### config.mk
export PLATFORM = sky130hd
export DESIGN_NAME = clock_stopwatch_countdown
export DESIGN_NICKNAME = d
export VERILOG_FILES = /design/src/rtl/core/csc_pkg.sv /design/src/rtl/core/csc_engine.sv /design/src/rtl/core/clock_stopwatch_countdown.sv
export SDC_FILE = /design/constraint.sdc
export NUM_CORES = 1
export LEC_CHECK = 0
export BUFFER_PORTS_ARGS = -buffer_cell sky130_fd_sc_hd__buf_2
export CORE_MARGIN = 5
export CORE_UTILIZATION = 35
export CTS_CLUSTER_SIZE = 14
export DETAILED_ROUTE_END_ITERATION = 8
export SYNTH_ARGS = -nofsm -noshare
export SYNTH_HDL_FRONTEND = slang
export SYNTH_HIERARCHICAL = 1
export SYNTH_SLANG_ARGS = --single-unit
### constraint.sdc
create_clock -name aclk -period 2.7 [get_ports aclk]
set_input_delay 0.54 -clock aclk [delete_from_list [all_inputs] [get_ports aclk]]
set_output_delay 0.54 -clock aclk [all_outputs]
set_load 0.02 [all_outputs]
### src/rtl/core/csc_pkg.sv
// Shared types, constants and time-arithmetic functions for the clock / stopwatch / timer block.
package csc_pkg;

    localparam int SecsPerMin  = 60;
    localparam int HoursPerDay = 24;
    localparam int LastUnit    = 59;

    typedef enum logic [2:0] {
        OP_TICK        = 3'd0,
        OP_SET_CLOCK   = 3'd1,
        OP_ENTER_WATCH = 3'd2,
        OP_ENTER_CLOCK = 3'd3,
        OP_TOGGLE_RUN  = 3'd4,
        OP_LOAD_TIMER  = 3'd5
    } op_t;

    typedef enum logic [1:0] {
        MODE_CLOCK = 2'd0,
        MODE_WATCH = 2'd1,
        MODE_TIMER = 2'd2
    } mode_t;

    typedef struct packed {
        logic [4:0] hours;
        logic [5:0] minutes;
        logic [5:0] seconds;
    } hms_t;

    // One event beat as taken from the input register.
    typedef struct packed {
        op_t        op;
        logic [6:0] hours;
        logic [6:0] minutes;
        logic [6:0] seconds;
    } event_t;

    // Display and status view after an event.
    typedef struct packed {
        hms_t  shown;
        mode_t mode;
        logic  watch_led;
        logic  timer_led;
        logic  buzzer;
        logic  watch_running;
    } result_t;

    // Forward one second with wrap after 23:59:59.
    function automatic hms_t hms_advance(hms_t t);
        hms_t r;
        r = t;
        if (t.seconds >= 6'(LastUnit)) begin
            r.seconds = '0;
            if (t.minutes >= 6'(LastUnit)) begin
                r.minutes = '0;
                if (t.hours >= 5'(HoursPerDay - 1)) begin
                    r.hours = '0;
                end else begin
                    r.hours = t.hours + 5'd1;
                end
            end else begin
                r.minutes = t.minutes + 6'd1;
            end
        end else begin
            r.seconds = t.seconds + 6'd1;
        end
        return r;
    endfunction

    // Back one second; the caller guarantees the value is not zero.
    function automatic hms_t hms_count_down(hms_t t);
        hms_t r;
        r = t;
        if (t.seconds != '0) begin
            r.seconds = t.seconds - 6'd1;
        end else if (t.minutes != '0) begin
            r.minutes = t.minutes - 6'd1;
            r.seconds = 6'(LastUnit);
        end else begin
            r.hours   = t.hours - 5'd1;
            r.minutes = 6'(LastUnit);
            r.seconds = 6'(LastUnit);
        end
        return r;
    endfunction

    // Out-of-range keypad entries load as zero.
    function automatic hms_t hms_from_entry(event_t ev);
        hms_t r;
        r.hours   = (ev.hours >= 7'(HoursPerDay)) ? 5'd0 : ev.hours[4:0];
        r.minutes = (ev.minutes >= 7'(SecsPerMin)) ? 6'd0 : ev.minutes[5:0];
        r.seconds = (ev.seconds >= 7'(SecsPerMin)) ? 6'd0 : ev.seconds[5:0];
        return r;
    endfunction

endpackage

### src/rtl/core/csc_engine.sv
// Counter state registers and the combinational event update of the clock, stopwatch and timer.
module csc_engine (
    input  logic               aclk,
    input  logic               aresetn,
    input  logic               step_en,
    input  csc_pkg::event_t    ev,
    output csc_pkg::result_t   result
);

    csc_pkg::hms_t  clock_reg, clock_next;
    csc_pkg::hms_t  watch_reg, watch_next;
    csc_pkg::hms_t  count_reg, count_next;
    csc_pkg::mode_t mode_reg, mode_next;
    logic           running_reg, running_next;
    logic           buzzer_reg, buzzer_next;

    always_comb begin
        clock_next   = clock_reg;
        watch_next   = watch_reg;
        count_next   = count_reg;
        mode_next    = mode_reg;
        running_next = running_reg;
        buzzer_next  = buzzer_reg;

        case (ev.op)
            csc_pkg::OP_TICK: begin
                clock_next = csc_pkg::hms_advance(clock_reg);
                if (mode_reg == csc_pkg::MODE_WATCH && running_reg) begin
                    watch_next = csc_pkg::hms_advance(watch_reg);
                end
                if (mode_reg == csc_pkg::MODE_TIMER) begin
                    if (count_reg == '0) begin
                        buzzer_next = ~buzzer_reg;
                    end else begin
                        count_next = csc_pkg::hms_count_down(count_reg);
                    end
                end
            end
            csc_pkg::OP_SET_CLOCK: begin
                if (mode_reg == csc_pkg::MODE_CLOCK) begin
                    clock_next = csc_pkg::hms_from_entry(ev);
                end
            end
            csc_pkg::OP_ENTER_WATCH: begin
                mode_next    = csc_pkg::MODE_WATCH;
                running_next = 1'b1;
                watch_next   = '0;
            end
            csc_pkg::OP_ENTER_CLOCK: begin
                mode_next = csc_pkg::MODE_CLOCK;
            end
            csc_pkg::OP_TOGGLE_RUN: begin
                running_next = ~running_reg;
            end
            csc_pkg::OP_LOAD_TIMER: begin
                count_next = csc_pkg::hms_from_entry(ev);
                mode_next  = csc_pkg::MODE_TIMER;
            end
            default: begin
            end
        endcase

        if (mode_next != csc_pkg::MODE_TIMER) begin
            buzzer_next = 1'b0;
        end

        case (mode_next)
            csc_pkg::MODE_WATCH: result.shown = watch_next;
            csc_pkg::MODE_TIMER: result.shown = count_next;
            default:             result.shown = clock_next;
        endcase
        result.mode          = mode_next;
        result.watch_led     = (mode_next == csc_pkg::MODE_WATCH);
        result.timer_led     = (mode_next == csc_pkg::MODE_TIMER);
        result.buzzer        = buzzer_next;
        result.watch_running = running_next;
    end

    always_ff @(posedge aclk) begin
        if (!aresetn) begin
            clock_reg   <= '{hours: 5'd12, minutes: 6'd0, seconds: 6'd0};
            watch_reg   <= '0;
            count_reg   <= '0;
            mode_reg    <= csc_pkg::MODE_CLOCK;
            running_reg <= 1'b0;
            buzzer_reg  <= 1'b0;
        end else if (step_en) begin
            clock_reg   <= clock_next;
            watch_reg   <= watch_next;
            count_reg   <= count_next;
            mode_reg    <= mode_next;
            running_reg <= running_next;
            buzzer_reg  <= buzzer_next;
        end
    end

    a_clock_range: assert property (@(posedge aclk) disable iff (!aresetn)
        clock_reg.hours < 5'(csc_pkg::HoursPerDay) && clock_reg.minutes < 6'(csc_pkg::SecsPerMin)
        && clock_reg.seconds < 6'(csc_pkg::SecsPerMin))
        else $error("clock counter out of range");

    a_count_range: assert property (@(posedge aclk) disable iff (!aresetn)
        count_reg.hours < 5'(csc_pkg::HoursPerDay) && count_reg.minutes < 6'(csc_pkg::SecsPerMin)
        && count_reg.seconds < 6'(csc_pkg::SecsPerMin))
        else $error("timer counter out of range");

    a_buzzer_mode: assert property (@(posedge aclk) disable iff (!aresetn)
        buzzer_reg |-> mode_reg == csc_pkg::MODE_TIMER)
        else $error("buzzer driven outside timer mode");

    a_watch_start: assert property (@(posedge aclk) disable iff (!aresetn)
        step_en && ev.op == csc_pkg::OP_ENTER_WATCH
        |=> running_reg && watch_reg == '0 && mode_reg == csc_pkg::MODE_WATCH)
        else $error("stopwatch did not restart");

endmodule

### src/rtl/core/clock_stopwatch_countdown.sv
// Top level of the clock / stopwatch / countdown timer: stream handshake and pipeline registers.
// A beat accepted into the input register is applied to the counters and captured in the
// result register, which drives m_tdata; a stalled result register holds it in the input register.
// Throughput: one event per cycle while m_tready keeps the result register draining.
// Reset (aresetn low, synchronous) empties both pipeline registers and loads 12:00:00 in
// clock mode, stopwatch and timer at zero, stopwatch paused and buzzer off.
module clock_stopwatch_countdown (
    input  logic        aclk,
    input  logic        aresetn,
    input  logic        s_tvalid,
    output logic        s_tready,
    input  logic [23:0] s_tdata,   // set_hours [6:0], set_minutes [13:7], set_seconds [20:14]
    input  logic [2:0]  s_tuser,   // op [2:0]
    output logic        m_tvalid,
    input  logic        m_tready,
    output logic [23:0] m_tdata,   // shown_hours [4:0], shown_minutes [10:5],
                                   // shown_seconds [16:11], stopwatch_led [17],
                                   // timer_led [18], buzzer [19], stopwatch_running [20]
    output logic [1:0]  m_tuser    // active_mode [1:0]
);

    // Input register holds one event; the result register holds the view after it.
    logic              in_valid_reg;
    csc_pkg::event_t   in_event_reg;
    logic              out_valid_reg;
    csc_pkg::result_t  out_result_reg;
    csc_pkg::result_t  result;
    logic              out_free;
    logic              step_en;

    // The result register can take a new beat when it is empty or being drained now.
    assign out_free = !out_valid_reg || m_tready;
    // The event in the input register is applied to the counters as it moves on.
    assign step_en  = in_valid_reg && out_free;
    assign s_tready = !in_valid_reg || out_free;

    always_ff @(posedge aclk) begin
        if (!aresetn) begin
            in_valid_reg  <= 1'b0;
            out_valid_reg <= 1'b0;
        end else begin
            if (s_tvalid && s_tready) begin
                in_valid_reg <= 1'b1;
            end else if (step_en) begin
                in_valid_reg <= 1'b0;
            end
            if (step_en) begin
                out_valid_reg <= 1'b1;
            end else if (m_tready) begin
                out_valid_reg <= 1'b0;
            end
        end
    end

    // Payload registers carry no reset; the valid flags qualify them.
    always_ff @(posedge aclk) begin
        if (s_tvalid && s_tready) begin
            in_event_reg.op      <= csc_pkg::op_t'(s_tuser);
            in_event_reg.hours   <= s_tdata[6:0];
            in_event_reg.minutes <= s_tdata[13:7];
            in_event_reg.seconds <= s_tdata[20:14];
        end
        if (step_en) begin
            out_result_reg <= result;
        end
    end

    csc_engine u_engine (
        .aclk    (aclk),
        .aresetn (aresetn),
        .step_en (step_en),
        .ev      (in_event_reg),
        .result  (result)
    );

    assign m_tvalid = out_valid_reg;
    assign m_tdata  = {3'b000,
                       out_result_reg.watch_running,
                       out_result_reg.buzzer,
                       out_result_reg.timer_led,
                       out_result_reg.watch_led,
                       out_result_reg.shown.seconds,
                       out_result_reg.shown.minutes,
                       out_result_reg.shown.hours};
    assign m_tuser  = out_result_reg.mode;

endmodule
# [After elaboration in Yosys (flattened, before gate mapping)]
# Cells that the tools add are included.
[totals] ff_bits=104 latch_bits=0 mem_bits_rw=0 mem_bits_ro=0 in_bits=31 output_inout_bits=28 word_cells=105 n_memories=0
[classes] addsub=9 mul=0 div_mod_pow=0 n_lt_le_gt_ge=9 n_eq_ne=10 n_shift=0 n_mux=35 bitwise=2 n_reduce_logical=14
[op_table] op="17-bit one-hot mux with 2 select lines" count=4
[op_table] op="17-bit 2-to-1 mux" count=4
[op_table] op="6-bit 2-to-1 mux" count=7
[op_table] op="11-bit 2-to-1 mux" count=3
[op_table] op="5-bit 2-to-1 mux" count=6
[op_table] op="6-bit by 1-bit adder with 6-bit output, second input constant" count=4
[op_table] op="6-bit >= comparator, second input constant" count=4
[op_table] op="17-bit zero test" count=1
[op_table] op="7-bit by 6-bit >= comparator with 1-bit output, second input constant" count=2
[op_table] op="12-bit 2-to-1 mux" count=1
[op_table] op="6-bit nonzero test" count=2
[op_table] op="6-bit by 1-bit subtractor with 6-bit output, second input constant" count=2
[op_table] op="5-bit by 1-bit adder with 5-bit output, second input constant" count=2
[op_table] op="5-bit >= comparator, second input constant" count=2
[op_table] op="1-bit 2-to-1 mux" count=8
[op_table] op="7-bit by 5-bit >= comparator with 1-bit output, second input constant" count=1
[op_table] op="3-bit by 2-bit equality test with 1-bit output, second input constant" count=2
[op_table] op="3-bit equality test, second input constant" count=2
[op_table] op="2-bit one-hot mux with 3 select lines" count=1
[op_table] op="5-bit by 1-bit subtractor with 5-bit output, second input constant" count=1
[op_table] op="2-bit by 1-bit equality test with 1-bit output, second input constant" count=2
[op_table] op="2-bit equality test, second input constant" count=2
[op_table] op="2-bit nonzero test" count=2
[op_table] op="3-bit by 1-bit equality test with 1-bit output, second input constant" count=1
[op_table] op="other kinds (8)" count=13

# [Logic depth before layout (Yosys ltp)]
[depth] word_depth=7 depth_mapped=13 mapped_depth_nobuf=11

# [By module]
# Netlist, hierarchy kept.
[by_module_without_submodules] mod="csc_engine" n_inst=1 cells_each=673 area_per_inst_um2=4865.9 seq_area_each_um2=1101.1
[by_module_without_submodules] mod="clock_stopwatch_countdown" n_inst=1 cells_each=60 area_per_inst_um2=1541.5 seq_area_each_um2=1451.4

# [Worst setup path before layout]
# Ideal clock, no wire load.
[synth_path] path_type="input -> register" startpoint="in m_tready" endpoint="reg u_engine/watch_reg[12] (netlist name)" setup_ps=71 t_arrival_ps=2757 t_required_ps=2629 setup_slack_ps=-127 path_stages=6 n_path_buf=1 cell_sequence="nor2b_4 -> nor2b_1 -> clkbuf_1 -> clkinv_1 -> or4_1 -> a21oi_1"
[synth_between] elab_chain_len=2
[synth_rtl] item="start, declared" line_no="clock_stopwatch_countdown.sv:15" rtl="input logic m_tready,"
[synth_rtl] item="1-bit logical OR" line_no="clock_stopwatch_countdown.sv:32" rtl="assign out_free = !out_valid_reg || m_tready;"
[synth_rtl] item="1-bit logical AND" line_no="clock_stopwatch_countdown.sv:34" rtl="assign step_en = in_valid_reg && out_free;"
[synth_rtl] item="named net step_en" line_no="clock_stopwatch_countdown.sv:29" rtl="logic step_en;"
[synth_rtl] item="end signal, assigned" line_no="csc_engine.sv:89" rtl="watch_reg <= watch_next;"
[synth_rtl] item="end, declared" line_no="csc_engine.sv:11" rtl="csc_pkg::hms_t watch_reg, watch_next;"
# The timed path passes the listed nets, and every way through them passes these cells.
# A chain may end at the register's enable or synchronous reset.

==> qor.json <==
{
  "avgSynthCellArea": {"value": 8.741, "unit": "sq um"},
  "critical_path_arrival": {"value": 2.74, "unit": "ns"},
  "postSynth.asyncResetShare": {"value": 0},
  "synth_edf_count": {"value": 47},
  "clockRootBuffer": {"value": "clkbuf_16"},
  "cts.sinks": {"value": 104},
  "global_route_wire_length_before_repair": {"value": 32.31, "unit": "mm"},
  "slew_viol_final": {"value": 0},
  "fp.dieArea": {"value": 21110, "unit": "sq um"},
  "most_used_standard_cells_in_the_synthesized_netlist": {"value": "72 x nor2_1, 62 x a21oi_1, 60 x nand2_1"},
  "max_freq": {"value": 0.3822, "unit": "GHz"},
  "clock_tree.htree_level_count": {"value": 3},
  "status": {"value": "complete, no violations"},
  "post_route_cells_drive_above_1_share": {"value": 0.2022},
  "vias": {"value": 6250},
  "multiInputGateArea": {"value": 3595, "unit": "sq um"},
  "final-instance-count-excl-fill": {"value": 1040},
  "worst_skew_pair.late_latency": {"value": 0.36, "unit": "ns"},
  "avgViaCountPerCell": {"value": 6.010},
  "synthDominantAreaCellType": {"value": "edfxtp_1"},
  "critPathKind": {"value": "flip-flop to flip-flop"},
  "ir_worst_vdd": {"value": 0.0004217, "unit": "V"},
  "sequential_cell_area": {"value": 2552, "unit": "sq um"},
  "synthFlopType": {"value": "dfxtp_1"},
  "clock_buffer_count_from_cts": {"value": 9},
  "detailedPlacementHpwl": {"value": 14.88, "unit": "mm"},
  "final_hold_viol_count": {"value": 0},
  "relative_area_change_from_synthesis_to_final_layout": {"value": 17.77, "unit": "%"},
  "p_leak": {"value": 2.794, "unit": "nW"},
  "worstPathMaxFanout": {"value": 8},
  "initial_core_util": {"value": 0.3555},
  "drtPass1Iterations": {"value": 7},
  "ys.warnings.count": {"value": 6},
  "final_antenna_diode_count": {"value": 0},
  "drc": {"value": 0},
  "netlist_instances": {"value": 733},
  "ys_ff_latch": {"value": 104},
  "drt_iter0_markers": {"value": 546},
  "dp_cells": {"value": 1021},
  "netlist-cell-type-count": {"value": 95},
  "number_of_fill_cells": {"value": 1859},
  "coreArea": {"value": 18020, "unit": "sq um"},
  "worstSetupStartpointType": {"value": "flip-flop"},
  "final.setup_skew": {"value": 0.01271, "unit": "ns"},
  "detail-route-antenna-nets": {"value": 0},
  "worst_hold_path_type": {"value": "primary input to flip-flop"},
  "grt_start_max_net_pins": {"value": 92},
  "die_w": {"value": 145.3, "unit": "microns"},
  "top_level_ports": {"value": 59},
  "first_global_vias": {"value": 5810},
  "tritoncts": {"value": "done"},
  "antenna_violations_before_repair": {"value": 0},
  "worstMarginPinSlew": {"value": 0.7460, "unit": "ns"},
  "number_of_max_capacitance_violations_reported": {"value": 0},
  "fin_setup_tns": {"value": 0, "unit": "ns"},
  "wl_per_cell": {"value": 19.64, "unit": "microns"},
  "finalSetupViolCount": {"value": 0},
  "cellPowerDensity": {"value": 524.1, "unit": "nW/um^2"},
  "finalCritPeriodShare": {"value": 0.9690},
  "chip_height": {"value": 145.3, "unit": "microns"},
  "worst_ep_required_time": {"value": 2.82, "unit": "ns"},
  "worst_setup_ep_type": {"value": "flip-flop"},
  "placementRows": {"value": 49},
  "seq_area_frac_synth": {"value": 0.3984},
  "cts_max_path_buffers": {"value": 2},
  "worst_slew_margin_rel": {"value": 0.5021},
  "syn_area": {"value": 6407, "unit": "sq um"},
  "largest_register_ffs": {"value": 24},
  "grt.total_usage": {"value": 0.1888},
  "netlist.area_leader.share": {"value": 0.2203},
  "ys_top_cells_by_area": {"value": "edfxtp_1 22%, dfxtp_1 18%, a21oi_1 4.8%"},
  "rsz0062_at_grt": {"value": "no"},
  "routed_wirelength": {"value": 20.43, "unit": "mm"},
  "final_net_count": {"value": 849},
  "routabilityCongestion": {"value": 0.9232},
  "grt_overflow_total": {"value": 0},
  "io_buffers": {"value": 52},
  "clkSlewWorstSetupHoldPaths": {"value": 0.07, "unit": "ns"},
  "min_period": {"value": 2.616, "unit": "ns"},
  "post-synth-top-count-cell": {"value": "nor2_1"}
}
[placed cells by master, fill, tap and decap left out, types with 21 or more instances in the layout]
cell / count
buf_2: 52
nand2_1: 60
buf_4: 55
o21ai_0: 40
a211oi_1: 21
nor2_1: 71
a21oi_1: 60
dfxtp_1: 57
edfxtp_1: 47
nand3_1: 37
[critical path: stages, from the launching register on]
cell and delay (ns):
edfxtp_1 0.53, nand2b_1 0.27, a22oi_2 0.27, inv_1 0.07, ha_1 0.34, inv_1 0.14, nand2_1 0.08, or4_1 0.51
o311ai_1 0.15
[path summary, 6_finish.rpt]
path / startpoint / to / slack [ns] / cells after the start
min reg2reg: u_engine/clock_reg[1]$_SDFFE_PN0P_ / u_engine/clock_reg[1]$_SDFFE_PN0P_ / 0.53 / 2
max reg2reg: in_event_reg[23]$_DFFE_PP_ / m_tdata[9]$_DFFE_PP_ / 0.08 / 8
max: in_event_reg[23]$_DFFE_PP_ / m_tdata[9]$_DFFE_PP_ / 0.08 / 8
min: s_tdata[15] / in_event_reg[1]$_DFFE_PP_ / 0.35 / 1
[stage by stage]
stage	util	power [mW]	instance area [sq um]	setup WS (ns)	hold WS, ns
5_1_grt	0.4186	4.115	7546	0.002022	0.3338
4_1_cts	0.4162	3.964	7502	0.02802	0.3380
3_3_place_gp	0.3982	2.518	7178	0.08284	0.5082
3_5_place_dp	0.3982	2.521	7178	0.04631	0.5201
6_report	0.4186	3.955	7546	0.08383	0.3473
2_1_floorplan	-	2.255	6420	0.03454	0.4908
[logic make-up (layout without fill, tap and decap cells)]
logic type / count (synthesis) / after routing / share of synthesized area
and+or+nand+nor: 289 / 289 / 0.2490
xor gates and xnor gates: 3 / 3 / 0.004102
DFF: 104 / 104 / 0.3984
muxes: 9 / 9 / 0.01406
other: 1 / 3 / 0.0005853
buffers and inverters: 69 / 145 / 0.04687
AOI/OAI and AO/OA: 245 / 245 / 0.2621
adders and majority gates: 13 / 13 / 0.02499
[repair_timing]
action | CTS | global route
buffers inserted | 0 | 3
endpoints found under the setup margin | 0 | 10
hold buffers | 0 | 0
gates resized for setup | 0 | 7
[routing by layer]
layer / global-route usage / part of all wire / vias to the layer above
li1: - / - / 2960
met1: 0.2770 / 0.46 / 2965
met2: 0.2758 / 0.43 / 270
met3: 0.03181 / 0.072 / 55
met4: 0.07509 / 0.033 / 0
met5: 0 / 0 / -
[area by class of cell]
class,count,share of cell area
multi-input cells,562,0.4764
flip-flops and latches,104,0.3383
repair buffers,109,0.09451
well taps,229,0.03797
clock buffers,11,0.03217
clock inverters,5,0.01078
inverters,20,0.009949
[report_power, final]
part	total (mW)	switching, mW	internal (mW)
Clock	1.44	0.604	0.839
Combinational	0.707	0.446	0.261
Sequential	1.80	0.0737	1.73
Total	3.95	1.12	2.83
Power figures use the tool's default switching activity.
